===== config.mk =====
export PLATFORM = sky130hd
export DESIGN_NAME = dvfs_governor_with_thermal_throttle_unit
export DESIGN_NICKNAME = d
export VERILOG_FILES = /design/src/dgtt_pkg.sv /design/src/dvfs_governor_with_thermal_throttle_unit.sv
export VERILOG_INCLUDE_DIRS = /design/src /design/src/src
export SDC_FILE = /design/constraint.sdc
export NUM_CORES = 1
export LEC_CHECK = 0
export ABC_AREA = 1
export BUFFER_PORTS_ARGS = -buffer_cell sky130_fd_sc_hd__buf_4
export CAP_MARGIN = 20
export CORE_ASPECT_RATIO = 1.25
export CORE_MARGIN = 1
export CORE_UTILIZATION = 29
export CTS_BUF_LIST = sky130_fd_sc_hd__clkbuf_16
export CTS_CLUSTER_DIAMETER = 50
export DETAILED_ROUTE_END_ITERATION = 12
export GPL_ROUTABILITY_DRIVEN = 0
export MAX_ROUTING_LAYER = met4
export PLACE_DENSITY = 0.56
export RECOVER_POWER = 25
export SYNTH_ARGS = -nofsm -noshare
export SYNTH_HDL_FRONTEND = slang
export SYNTH_SLANG_ARGS = --single-unit

===== constraint.sdc =====
create_clock -name clock -period 6.5 [get_ports clock]
set_input_delay 0.65 -clock clock [delete_from_list [all_inputs] [get_ports clock]]
set_output_delay 0.65 -clock clock [all_outputs]
set_load 0.01 [all_outputs]

===== src/dvfs_governor_with_thermal_throttle_unit_macros.svh =====
// Assertion macros shared by the DVFS governor RTL.
`ifndef DVFS_GOVERNOR_WITH_THERMAL_THROTTLE_UNIT_MACROS_SVH
`define DVFS_GOVERNOR_WITH_THERMAL_THROTTLE_UNIT_MACROS_SVH

// Same-cycle implication, checked out of reset.
`define DGTT_ASSERT_NOW(label, ante, cons) \
   label: assert property (@(posedge clock) disable iff (reset) (ante) |-> (cons)) \
      else $error("dvfs governor: same-cycle check failed");

// Next-cycle implication, checked out of reset.
`define DGTT_ASSERT_NEXT(label, ante, cons) \
   label: assert property (@(posedge clock) disable iff (reset) (ante) |=> (cons)) \
      else $error("dvfs governor: next-cycle check failed");

`endif


===== src/dgtt_pkg.sv =====
// Types and constants of the DVFS governor with thermal throttle.
package dgtt_pkg;

   // Field widths
   localparam int CoreW = 6;
   localparam int TempW = 12;
   localparam int UtilW = 11;
   localparam int FreqW = 16;

   // Packed channel widths (tdata filled up to whole bytes)
   localparam int ReqDataW = 48;
   localparam int RspDataW = 24;

   // Configuration port
   localparam int CsrAddrW = 5;
   localparam int CsrDataW = 32;

   // Lowering ratio 70/100 as a reciprocal multiply: (old * ScaleRecip) >> ScaleShift
   // gives floor(old * 70 / 100) exactly for every 16-bit old frequency
   localparam int ScaleNum    = 70;
   localparam int ScaleDen    = 100;
   localparam int ScaleShift  = 20;
   localparam int ScaleRecipW = 20;
   localparam int ScaleRecip  = (ScaleNum * (2 ** ScaleShift) + ScaleDen - 1) / ScaleDen;
   localparam int ScaleProdW  = FreqW + ScaleRecipW;

   // Shared divider: dividend is the scaled frequency, 16 bits
   localparam int DivW     = 16;
   localparam int DivCntW  = 5;
   localparam logic [DivCntW-1:0] DivLastCount = DivCntW'(DivW - 1);

   // Register indexes
   localparam logic [2:0] RegMinFreq  = 3'd0;
   localparam logic [2:0] RegMaxFreq  = 3'd1;
   localparam logic [2:0] RegFreqStep = 3'd2;
   localparam logic [2:0] RegUpThr    = 3'd3;
   localparam logic [2:0] RegDownThr  = 3'd4;
   localparam logic [2:0] RegCritTemp = 3'd5;
   localparam logic [2:0] RegRecvTemp = 3'd6;

   // Reset values of the registers
   localparam logic [FreqW-1:0] MinFreqReset  = 16'd1000;
   localparam logic [FreqW-1:0] MaxFreqReset  = 16'd4000;
   localparam logic [FreqW-1:0] FreqStepReset = 16'd100;
   localparam logic [UtilW-1:0] UpThrReset    = 11'd717;
   localparam logic [UtilW-1:0] DownThrReset  = 11'd307;
   localparam logic signed [TempW-1:0] CritTempReset = 12'sd800;
   localparam logic signed [TempW-1:0] RecvTempReset = 12'sd780;

   // Sequencer states
   typedef enum logic [2:0] {
      ST_IDLE,
      ST_ROUND,
      ST_CLAMP,
      ST_EMIT
   } state_type;

endpackage


===== src/dvfs_governor_with_thermal_throttle_unit.sv =====
// Top level of the utilization-threshold DVFS governor with thermal throttle.
// Each item is one core's frequency decision for an epoch. The block takes one
// item at a time. For a throttled, inactive, high- or mid-utilization core the
// result is registered on acceptance; for a low-utilization core the old
// frequency is scaled by 7/10 by a reciprocal multiply on acceptance, a single
// shared one-bit-per-cycle restoring divider then runs 16 steps to find the
// remainder modulo the frequency step and the clamp state clamps. The emit state
// loads the output register and is held while the result side stalls. A finished
// result waits in the output register while the next item is accepted. The
// throttle flag updates as each item is taken; the user must write registers
// only while no item is in flight, and the block does not enforce it.
`include "dvfs_governor_with_thermal_throttle_unit_macros.svh"

module dvfs_governor_with_thermal_throttle_unit (
   input  logic                           clock,
   input  logic                           reset,
   // Input items
   input  logic                           req_tvalid,
   output logic                           req_tready,
   // [5:0] core_index, [17:6] peak_temperature, [28:18] utilization,
   // [44:29] old_frequency, [47:45] zero
   input  logic [dgtt_pkg::ReqDataW-1:0]  req_tdata,
   // [0] core_active
   input  logic                           req_tuser,
   // Result items
   output logic                           rsp_tvalid,
   input  logic                           rsp_tready,
   // [5:0] core_id, [21:6] new_frequency, [23:22] zero
   output logic [dgtt_pkg::RspDataW-1:0]  rsp_tdata,
   // [0] throttled
   output logic                           rsp_tuser,
   // Configuration
   input  logic                           csr_psel,
   input  logic                           csr_penable,
   input  logic                           csr_pwrite,
   input  logic [dgtt_pkg::CsrAddrW-1:0]  csr_paddr,
   input  logic [dgtt_pkg::CsrDataW-1:0]  csr_pwdata,
   output logic [dgtt_pkg::CsrDataW-1:0]  csr_prdata,
   output logic                           csr_pready
);
   import dgtt_pkg::*;

   // Configuration registers
   logic [FreqW-1:0]        min_freq_ff;
   logic [FreqW-1:0]        max_freq_ff;
   logic [FreqW-1:0]        freq_step_ff;
   logic [UtilW-1:0]        up_thr_ff;
   logic [UtilW-1:0]        down_thr_ff;
   logic signed [TempW-1:0] crit_temp_ff;
   logic signed [TempW-1:0] recv_temp_ff;

   // Sequencer and datapath registers
   state_type         state_ff, state_in;
   logic              throttle_ff, throttle_in;
   logic [CoreW-1:0]  core_ff, core_in;
   logic [FreqW-1:0]  freq_ff, freq_in;
   logic [DivW-1:0]   quo_ff, quo_in;
   logic [FreqW-1:0]  rem_ff, rem_in;
   logic [FreqW-1:0]  divisor_ff, divisor_in;
   logic [DivCntW-1:0] count_ff, count_in;

   // Output register
   logic              rsp_valid_ff, rsp_valid_in;
   logic [CoreW-1:0]  rsp_core_ff, rsp_core_in;
   logic [FreqW-1:0]  rsp_freq_ff, rsp_freq_in;
   logic              rsp_thr_ff, rsp_thr_in;

   // Unpacked input fields
   logic [CoreW-1:0]        in_core;
   logic signed [TempW-1:0] in_peak;
   logic [UtilW-1:0]        in_util;
   logic [FreqW-1:0]        in_old;
   logic                    in_active;
   logic                    req_fire;
   logic                    csr_write;

   // Shared divider step
   logic [FreqW:0]    div_trial;
   logic [FreqW+1:0]  div_diff;
   logic              div_ge;
   logic [FreqW-1:0]  div_rem;
   logic [DivW-1:0]   div_quo;
   logic [ScaleProdW-1:0] scale_prod;
   logic [FreqW-1:0]  scaled_old;
   logic [FreqW-1:0]  lowered;
   logic              out_free;

   assign in_core   = req_tdata[5:0];
   assign in_peak   = req_tdata[17:6];
   assign in_util   = req_tdata[28:18];
   assign in_old    = req_tdata[44:29];
   assign in_active = req_tuser;

   assign req_tready = (state_ff == ST_IDLE);
   assign req_fire   = req_tvalid && req_tready;
   assign out_free   = !rsp_valid_ff || rsp_tready;

   // Register write and read-back
   assign csr_pready = 1'b1;
   assign csr_write  = csr_psel && csr_penable && csr_pwrite;

   always_ff @(posedge clock) begin
      if (reset) begin
         min_freq_ff  <= MinFreqReset;
         max_freq_ff  <= MaxFreqReset;
         freq_step_ff <= FreqStepReset;
         up_thr_ff    <= UpThrReset;
         down_thr_ff  <= DownThrReset;
         crit_temp_ff <= CritTempReset;
         recv_temp_ff <= RecvTempReset;
      end else if (csr_write) begin
         unique case (csr_paddr[4:2])
            RegMinFreq:  min_freq_ff  <= csr_pwdata[FreqW-1:0];
            RegMaxFreq:  max_freq_ff  <= csr_pwdata[FreqW-1:0];
            RegFreqStep: freq_step_ff <= csr_pwdata[FreqW-1:0];
            RegUpThr:    up_thr_ff    <= csr_pwdata[UtilW-1:0];
            RegDownThr:  down_thr_ff  <= csr_pwdata[UtilW-1:0];
            RegCritTemp: crit_temp_ff <= csr_pwdata[TempW-1:0];
            RegRecvTemp: recv_temp_ff <= csr_pwdata[TempW-1:0];
            default: ;
         endcase
      end
   end

   always_comb begin
      unique case (csr_paddr[4:2])
         RegMinFreq:  csr_prdata = {16'd0, min_freq_ff};
         RegMaxFreq:  csr_prdata = {16'd0, max_freq_ff};
         RegFreqStep: csr_prdata = {16'd0, freq_step_ff};
         RegUpThr:    csr_prdata = {21'd0, up_thr_ff};
         RegDownThr:  csr_prdata = {21'd0, down_thr_ff};
         RegCritTemp: csr_prdata = {20'd0, crit_temp_ff};
         RegRecvTemp: csr_prdata = {20'd0, recv_temp_ff};
         default:     csr_prdata = '0;
      endcase
   end

   // One restoring step: shift in the next dividend bit, subtract if it fits
   assign div_trial = {rem_ff, quo_ff[DivW-1]};
   assign div_diff  = {1'b0, div_trial} - {2'b00, divisor_ff};
   assign div_ge    = !div_diff[FreqW+1];
   assign div_rem   = div_ge ? div_diff[FreqW-1:0] : div_trial[FreqW-1:0];
   assign div_quo   = {quo_ff[DivW-2:0], div_ge};

   // floor(old * 7 / 10) by reciprocal multiply
   assign scale_prod = {{ScaleRecipW{1'b0}}, in_old} * ScaleProdW'(ScaleRecip);
   assign scaled_old = scale_prod[ScaleShift +: FreqW];

   // Drop the remainder to round down to a whole step
   assign lowered = freq_ff - rem_ff;

   // Sequencer and next-state logic
   always_comb begin
      state_in     = state_ff;
      throttle_in  = throttle_ff;
      core_in      = core_ff;
      freq_in      = freq_ff;
      quo_in       = quo_ff;
      rem_in       = rem_ff;
      divisor_in   = divisor_ff;
      count_in     = count_ff;
      rsp_valid_in = rsp_valid_ff && !rsp_tready;
      rsp_core_in  = rsp_core_ff;
      rsp_freq_in  = rsp_freq_ff;
      rsp_thr_in   = rsp_thr_ff;

      unique case (state_ff)
         ST_IDLE: begin
            if (req_fire) begin
               core_in = in_core;
               // Hysteresis: the critical test wins
               if (in_peak > crit_temp_ff) begin
                  throttle_in = 1'b1;
               end else if (in_peak < recv_temp_ff) begin
                  throttle_in = 1'b0;
               end
               state_in = ST_EMIT;
               if (throttle_in || !in_active) begin
                  freq_in = min_freq_ff;
               end else if (in_util > up_thr_ff) begin
                  freq_in = max_freq_ff;
               end else if (in_util < down_thr_ff) begin
                  // Scaled value fits 16 bits; divide it by the step next
                  freq_in    = scaled_old;
                  quo_in     = scaled_old;
                  rem_in     = '0;
                  divisor_in = (freq_step_ff == '0) ? FreqW'(1) : freq_step_ff;
                  count_in   = DivLastCount;
                  state_in   = ST_ROUND;
               end else begin
                  freq_in = in_old;
               end
            end
         end
         ST_ROUND: begin
            quo_in   = div_quo;
            rem_in   = div_rem;
            count_in = count_ff - DivCntW'(1);
            if (count_ff == '0) begin
               state_in = ST_CLAMP;
            end
         end
         ST_CLAMP: begin
            freq_in  = (lowered < min_freq_ff) ? min_freq_ff : lowered;
            state_in = ST_EMIT;
         end
         ST_EMIT: begin
            // Hold until the output register is free
            if (out_free) begin
               rsp_valid_in = 1'b1;
               rsp_core_in  = core_ff;
               rsp_freq_in  = freq_ff;
               rsp_thr_in   = throttle_ff;
               state_in     = ST_IDLE;
            end
         end
         default: state_in = ST_IDLE;
      endcase
   end

   // Control registers
   always_ff @(posedge clock) begin
      if (reset) begin
         state_ff     <= ST_IDLE;
         throttle_ff  <= 1'b0;
         rsp_valid_ff <= 1'b0;
         count_ff     <= '0;
      end else begin
         state_ff     <= state_in;
         throttle_ff  <= throttle_in;
         rsp_valid_ff <= rsp_valid_in;
         count_ff     <= count_in;
      end
   end

   // Payload registers
   always_ff @(posedge clock) begin
      core_ff     <= core_in;
      freq_ff     <= freq_in;
      quo_ff      <= quo_in;
      rem_ff      <= rem_in;
      divisor_ff  <= divisor_in;
      rsp_core_ff <= rsp_core_in;
      rsp_freq_ff <= rsp_freq_in;
      rsp_thr_ff  <= rsp_thr_in;
   end

   assign rsp_tvalid = rsp_valid_ff;
   assign rsp_tdata  = {2'b00, rsp_freq_ff, rsp_core_ff};
   assign rsp_tuser  = rsp_thr_ff;

   // Checks
   `DGTT_ASSERT_NEXT(a_busy_after_accept, req_tvalid && req_tready, !req_tready)
   `DGTT_ASSERT_NEXT(a_throttle_only_on_accept, !(req_tvalid && req_tready), $stable(throttle_ff))
   `DGTT_ASSERT_NOW(a_rem_below_step, state_ff == ST_CLAMP, rem_ff < divisor_ff)
   `DGTT_ASSERT_NOW(a_result_from_emit, $rose(rsp_tvalid), $past(state_ff == ST_EMIT))

endmodule


Yosys cells after proc, flatten, opt, wreduce, memory -nomap -nowiden
Index checks and enable logic that the tools add are counted.
{"block": "word_totals", "register_bits": 197, "out_inout_bits": 60, "word_cells": 110}
{"block": "classes", "reduce_logical": 29, "magnitude_cmp": 5, "n_bitwise": 2, "add_sub_neg": 3, "n_mul": 1, "n_mux": 36, "n_eq_ne": 15}
{"operator": "2-to-1 mux 16 bit", "n": 14}
{"operator": "one-hot mux 16 bit (7 select lines)", "n": 1}
{"operator": "one-hot mux 16 bit (2 select lines)", "n": 3}
{"operator": "multiplier 16 x 18 -> 34 bit (second input constant)", "n": 1}
{"operator": "2-to-1 mux 5 bit", "n": 4}
{"operator": "AND reduction 2 bit", "n": 10}
{"operator": "subtractor 17 x 16 -> 18 bit", "n": 1}
{"operator": "zero test 16 bit", "n": 1}
{"operator": "less-than comparator 16 bit", "n": 1}
{"operator": "subtractor 16 bit", "n": 1}
{"operator": "equality test 3 x 2 -> 1 bit (second input constant)", "n": 4}
{"operator": "> comparator 12 bit", "n": 1}
{"operator": "less-than comparator 12 bit", "n": 1}
{"operator": "one-hot mux 3 bit (4 select lines)", "n": 1}
{"operator": "> comparator 11 bit", "n": 1}
{"operator": "less-than comparator 11 bit", "n": 1}
{"operator": "one-hot mux 5 bit (2 select lines)", "n": 1}
{"operator": "AND reduction 5 bit", "n": 2}
{"operator": "equality test 3 bit (second input constant)", "n": 3}
{"operator": "2-to-1 mux 3 bit", "n": 3}
{"operator": "!= test 2 bit (second input constant)", "n": 4}
{"operator": "equality test 3 x 1 -> 1 bit (second input constant)", "n": 2}
{"operator": "zero test 3 bit", "n": 2}
{"operator": "2-to-1 mux 1 bit", "n": 6}
{"operator": "10 further kinds", "n": 22}

Longest topological paths before layout
{"block": "depth", "ltp_word": 9, "depth_mapped": 27}

Worst setup path after synthesis
OpenSTA, ideal clock, no wires.
{"block": "synth_path", "path_kind": "input to register", "startpoint": "input port req_tdata[37] in the netlist's numbering", "endpoint": "register freq_ff[14] (data pin)", "required_ns": 6.246, "path_buffers": 0, "setup_slack_ns": 1.137, "arrival_ns": 5.110, "cell_stages": 25, "path_cell_list": "inv_1 -> ha_1 -> inv_1 -> fa_1 -> inv_1 -> fa_1 -> inv_1 -> fa_1 -> inv_1 -> fa_1 -> fa_1 -> inv_1 -> ha_1 -> a21oi_1 -> o21ai_0 -> a21oi_1 -> nor2_1 -> nor2_1 -> nand2_1 -> nand2_1 -> nand3_1 -> nand2_1 -> nand2_1 -> nand2_1 -> nand2_1"}
{"block": "synth_via", "elab_chain_len": 6}
{"item": "start, declared", "line": "dvfs_governor_with_thermal_throttle_unit.sv:22", "rtl": "input logic [dgtt_pkg::ReqDataW-1:0] req_tdata,"}
{"item": "multiplier 16 x 18 -> 34 bit", "line": "dvfs_governor_with_thermal_throttle_unit.sv:146", "rtl": "assign scale_prod = {{ScaleRecipW{1'b0}}, in_old} * ScaleProdW'(ScaleRecip);"}
{"item": "2-to-1 mux 16 bit", "line": "dvfs_governor_with_thermal_throttle_unit.sv:182", "rtl": "end else if (in_util < down_thr_ff) begin"}
{"item": "2-to-1 mux 16 bit", "line": "dvfs_governor_with_thermal_throttle_unit.sv:180", "rtl": "end else if (in_util > up_thr_ff) begin"}
{"item": "2-to-1 mux 16 bit", "line": "dvfs_governor_with_thermal_throttle_unit.sv:178", "rtl": "if (throttle_in || !in_active) begin"}
{"item": "2-to-1 mux 16 bit", "line": "dvfs_governor_with_thermal_throttle_unit.sv:169", "rtl": "if (req_fire) begin"}
{"item": "one-hot mux 16 bit (2 select lines)", "line": "dvfs_governor_with_thermal_throttle_unit.sv:167", "rtl": "unique case (state_ff)"}
{"item": "named net freq_in[14]", "line": "dvfs_governor_with_thermal_throttle_unit.sv:56", "rtl": "logic [FreqW-1:0] freq_ff, freq_in;"}
{"item": "end signal, assigned", "line": "dvfs_governor_with_thermal_throttle_unit.sv:239", "rtl": "freq_ff <= freq_in;"}
{"item": "end, declared", "line": "dvfs_governor_with_thermal_throttle_unit.sv:56"}
The timed path passes the listed nets, and every way through them passes these cells. The select of a mux whose other input is x is not followed.
A chain may end at the register's enable or synchronous reset.

Worst setup path in the final report
Ends and elaborated chain as after synthesis.

==> impl_metrics.yaml <==
clocking:
  cts_resized: 0
  cts_buffer_depth: 2
  clkLatencyLatePin_ns: 0.46
  numCtsBuffers: 17
  h-tree-depth: 4
  cts-root-buf: "clkbuf_16"
  clk_pin_slew_ns: 0.07
  ctsHoldBuffers: 0
  cts_tree: "yes"
  post-cts-setup-buffers: 0
  clock_sinks: 196
power_and_ir_drop:
  finalPower_w: 0.00872
  leakage_nw: 9.20
  vdd_drop_max_uv: 250
  powerDensity_nw_per_um2: 457
hold_path:
  hold_path_class: "input pin to flip-flop"
detailed_routing:
  routed_via_density: 4.86
  first_pass_iters: 6
  drt_wl_total_um: 52200
  wl_per_cell_um: 17.4
  drtIter0Drc: 1058
  drc: 0
  vias: 14600
  drtAntennaViolNets: 0
placement:
  dp.final_hpwl_um: 42700
  place_ws_ns: 0.224
  place_area_um2: 18500
  io_buffers: 112
die:
  dieArea_um2: 59900
  io_pins: 153
  coreArea_um2: 58300
  initial_core_util: 0.293
  die_h_um: 273
  die_w_um: 219
  rows: 99
synthesis:
  netlist_instances: 2169
  synth_common_cells: "inv_1 (401), nand2_1 (372), ha_1 (232)"
  synth_edf_count: 93
  yosys_warnings: 0
  ys_seq_area_frac: 0.284
  synth-compound-area-share: 0.150
  synth_flop_cell: "dfxtp_1"
  ys_async_sr_fraction: 0
  yosys.area_share.adder: 0.266
  synth_seq_cells: 196
  synth_top_area_share: 0.170
  synth.most_common_cell: "inv_1"
  yosys-top-cells-area: "ha_1 (17%), edfxtp_1 (16%), dfxtp_1 (12%)"
  syn_area_um2: 17100
  synth.distinct_cells: 52
  synth-simple-area-share: 0.171
  synth_top_family_by_area: "adder cells"
  syn_avg_cell_area_um2: 7.88
  synth_xor_area_frac: 0.0103
  synthMuxAreaShare: 0
  yosys.area.top_type: "ha_1"
final_layout:
  synthToLayoutAreaGrowth_pct: 11.6
  fillers: 6084
  drive_above_1_share: 0.0822
  regArea_um2: 4850
  diodes: 0
  final_area_um2: 19100
  multi_input_area_um2: 10200
  nNetsFinal: 2645
sta:
  fin_skew_ns: 0.0181
  hold_violations: 0
  tightestPinTransition_ns: 1.33
  max_freq_mhz: 172
  rsz0062_at_grt: "no"
  fin_crit_ns: 5.83
  period_share: 0.896
  slew_violations: 0
  fin_ws_ns: 0.674
  fin_setup_tns_ns: 0
  setup_violations: 0
  slew_headroom: 0.114
worst_setup_path:
  crit_path_start_kind: "input pin"
  critical_path_arrival_ns: 6.04
  crit_buf_inv: 7
  critPathMaxStageDelay_ns: 0.55
  critPathKind: "input pin to flip-flop"
  required_ns: 6.72
  critPathMaxFanout: 6
  worst_setup_path_end_kind: "flip-flop"
  slowest_stage: "fa_1"
  cpLargestDelayFamily: "adder cells"
global_routing:
  grt_overflow_total: 0
  antenna_found_initial: 0
  grt_pass1_vias: 14300
  grt_use_total: 0.180
  grt_max_degree: 79
  grt_pass1_wl_um: 79900
run:
  drv_cap: 0
run_status:
  status: "finished clean"
-- stage by stage --
stage,instances,util,hold WS (ns)
after global placement,2973,0.317,0.401
after CTS,3006,0.327,0.353
final,3008,0.327,0.395
after floorplan,2186,-,0.400
after detailed placement,2974,0.318,0.407
after global routing,3008,0.327,0.378
-- final timing paths --
kind                       from              to  slack (ns)  cells past startpoint
setup reg to reg     freq_ff[0]      freq_ff[0]        2.02                     19
setup / recovery  req_tdata[37]     freq_ff[14]        0.67                     26
hold reg to reg      core_ff[0]  rsp_core_ff[0]        0.42                      0
hold / removal     req_tdata[2]      core_ff[2]        0.40                      1
-- state kept, by name, indices dropped and copies added (netlist names) --
name          count
quo_ff           16
freq_step_ff     16
max_freq_ff      16
crit_temp_ff     12
rsp_core_ff       6
freq_ff          16
rem_ff           16
rsp_tuser         1
state_ff          2
rsp_freq_ff      16
rsp_tvalid        1
throttle_ff       1
recv_temp_ff     12
up_thr_ff        11
core_ff           6
down_thr_ff      11
divisor_ff       16
min_freq_ff      16
count_ff          5
-- kinds of logic (layout without fill, tap and decap cells) --
logic type	count (synthesis)	after routing
and+or+nand+nor	674	674
DFF	196	196
AOI/OAI and AO/OA	463	463
buffers and inverters	500	565
xor gates and xnor gates	20	20
other	2	19
adders and majority gates	314	314
-- worst register-to-register path, stage by stage (launching register included) --
cell and delay [ns]:
edfxtp_1 0.45, inv_1 0.09, ha_1 0.13, inv_1 0.05, fa_1 0.40, nand3_1 0.09
nand3_1 0.10, a21oi_1 0.30, o21ai_1 0.17, a21oi_1 0.19, xor2_1 0.27, inv_1 0.08
ha_1 0.27, inv_1 0.07, o31ai_1 0.08, a21oi_2 0.65, nand2_1 0.57, nand2_1 0.19
nand3_1 0.08, nand2_1 0.11
-- layout make-up --
type,count,area share
well taps,757,0.0496
repair buffers,118,0.0491
clock inverters,15,0.00636
multi-input cells,1490,0.537
flip-flops and latches,196,0.254
clock buffers,17,0.0223
inverters,415,0.0816
-- where the power goes --
group	internal (W)	switching, W	leakage, nW
registers	0.00164	0.000120	1.69
logic	0.00209	0.00385	7.24
clock network	0.000501	0.000521	0.274
total	0.00423	0.00450	9.20
-- routing by layer --
layer / vias up / part of all wire / global-route usage
met4: 0 / 0.057 / 0.101
li1: 7265 / - / -
met1: 6760 / 0.41 / 0.212
met5: - / 0 / -
met3: 126 / 0.042 / 0.0149
met2: 453 / 0.49 / 0.300
-- layout by cell type, fill, tap and decap left out, types with 3 or more instances in the layout --
cell type,synthesis,final
a211oi_1,5,5
a21o_1,9,9
a21oi_1,215,215
a221oi_1,3,3
a22oi_1,4,4
a31oi_1,10,10
buf_4,22,107
clkbuf_16,0,18
clkbuf_4,0,6
clkinv_4,0,3
conb_1,2,19
dfxtp_1,103,103
edfxtp_1,93,93
fa_1,82,82
ha_1,232,232
inv_1,401,405
inv_2,14,10
inv_4,0,4
inv_6,0,4
nand2_1,372,372
nand3_1,106,106
nand3_2,4,4
nand3b_1,5,5
nand4_1,22,22
nor2_1,122,125
nor3_1,12,15
o2111ai_1,6,6
o211ai_1,14,14
o21a_1,4,4
o21ai_0,143,143
o21ai_1,8,8
o21bai_1,9,9
o221ai_1,7,7
o22ai_1,16,16
o31ai_1,3,3
or2_2,13,13
xnor2_1,4,4
xor2_1,16,16
Note: power is estimated with default switching activity, not from simulation.
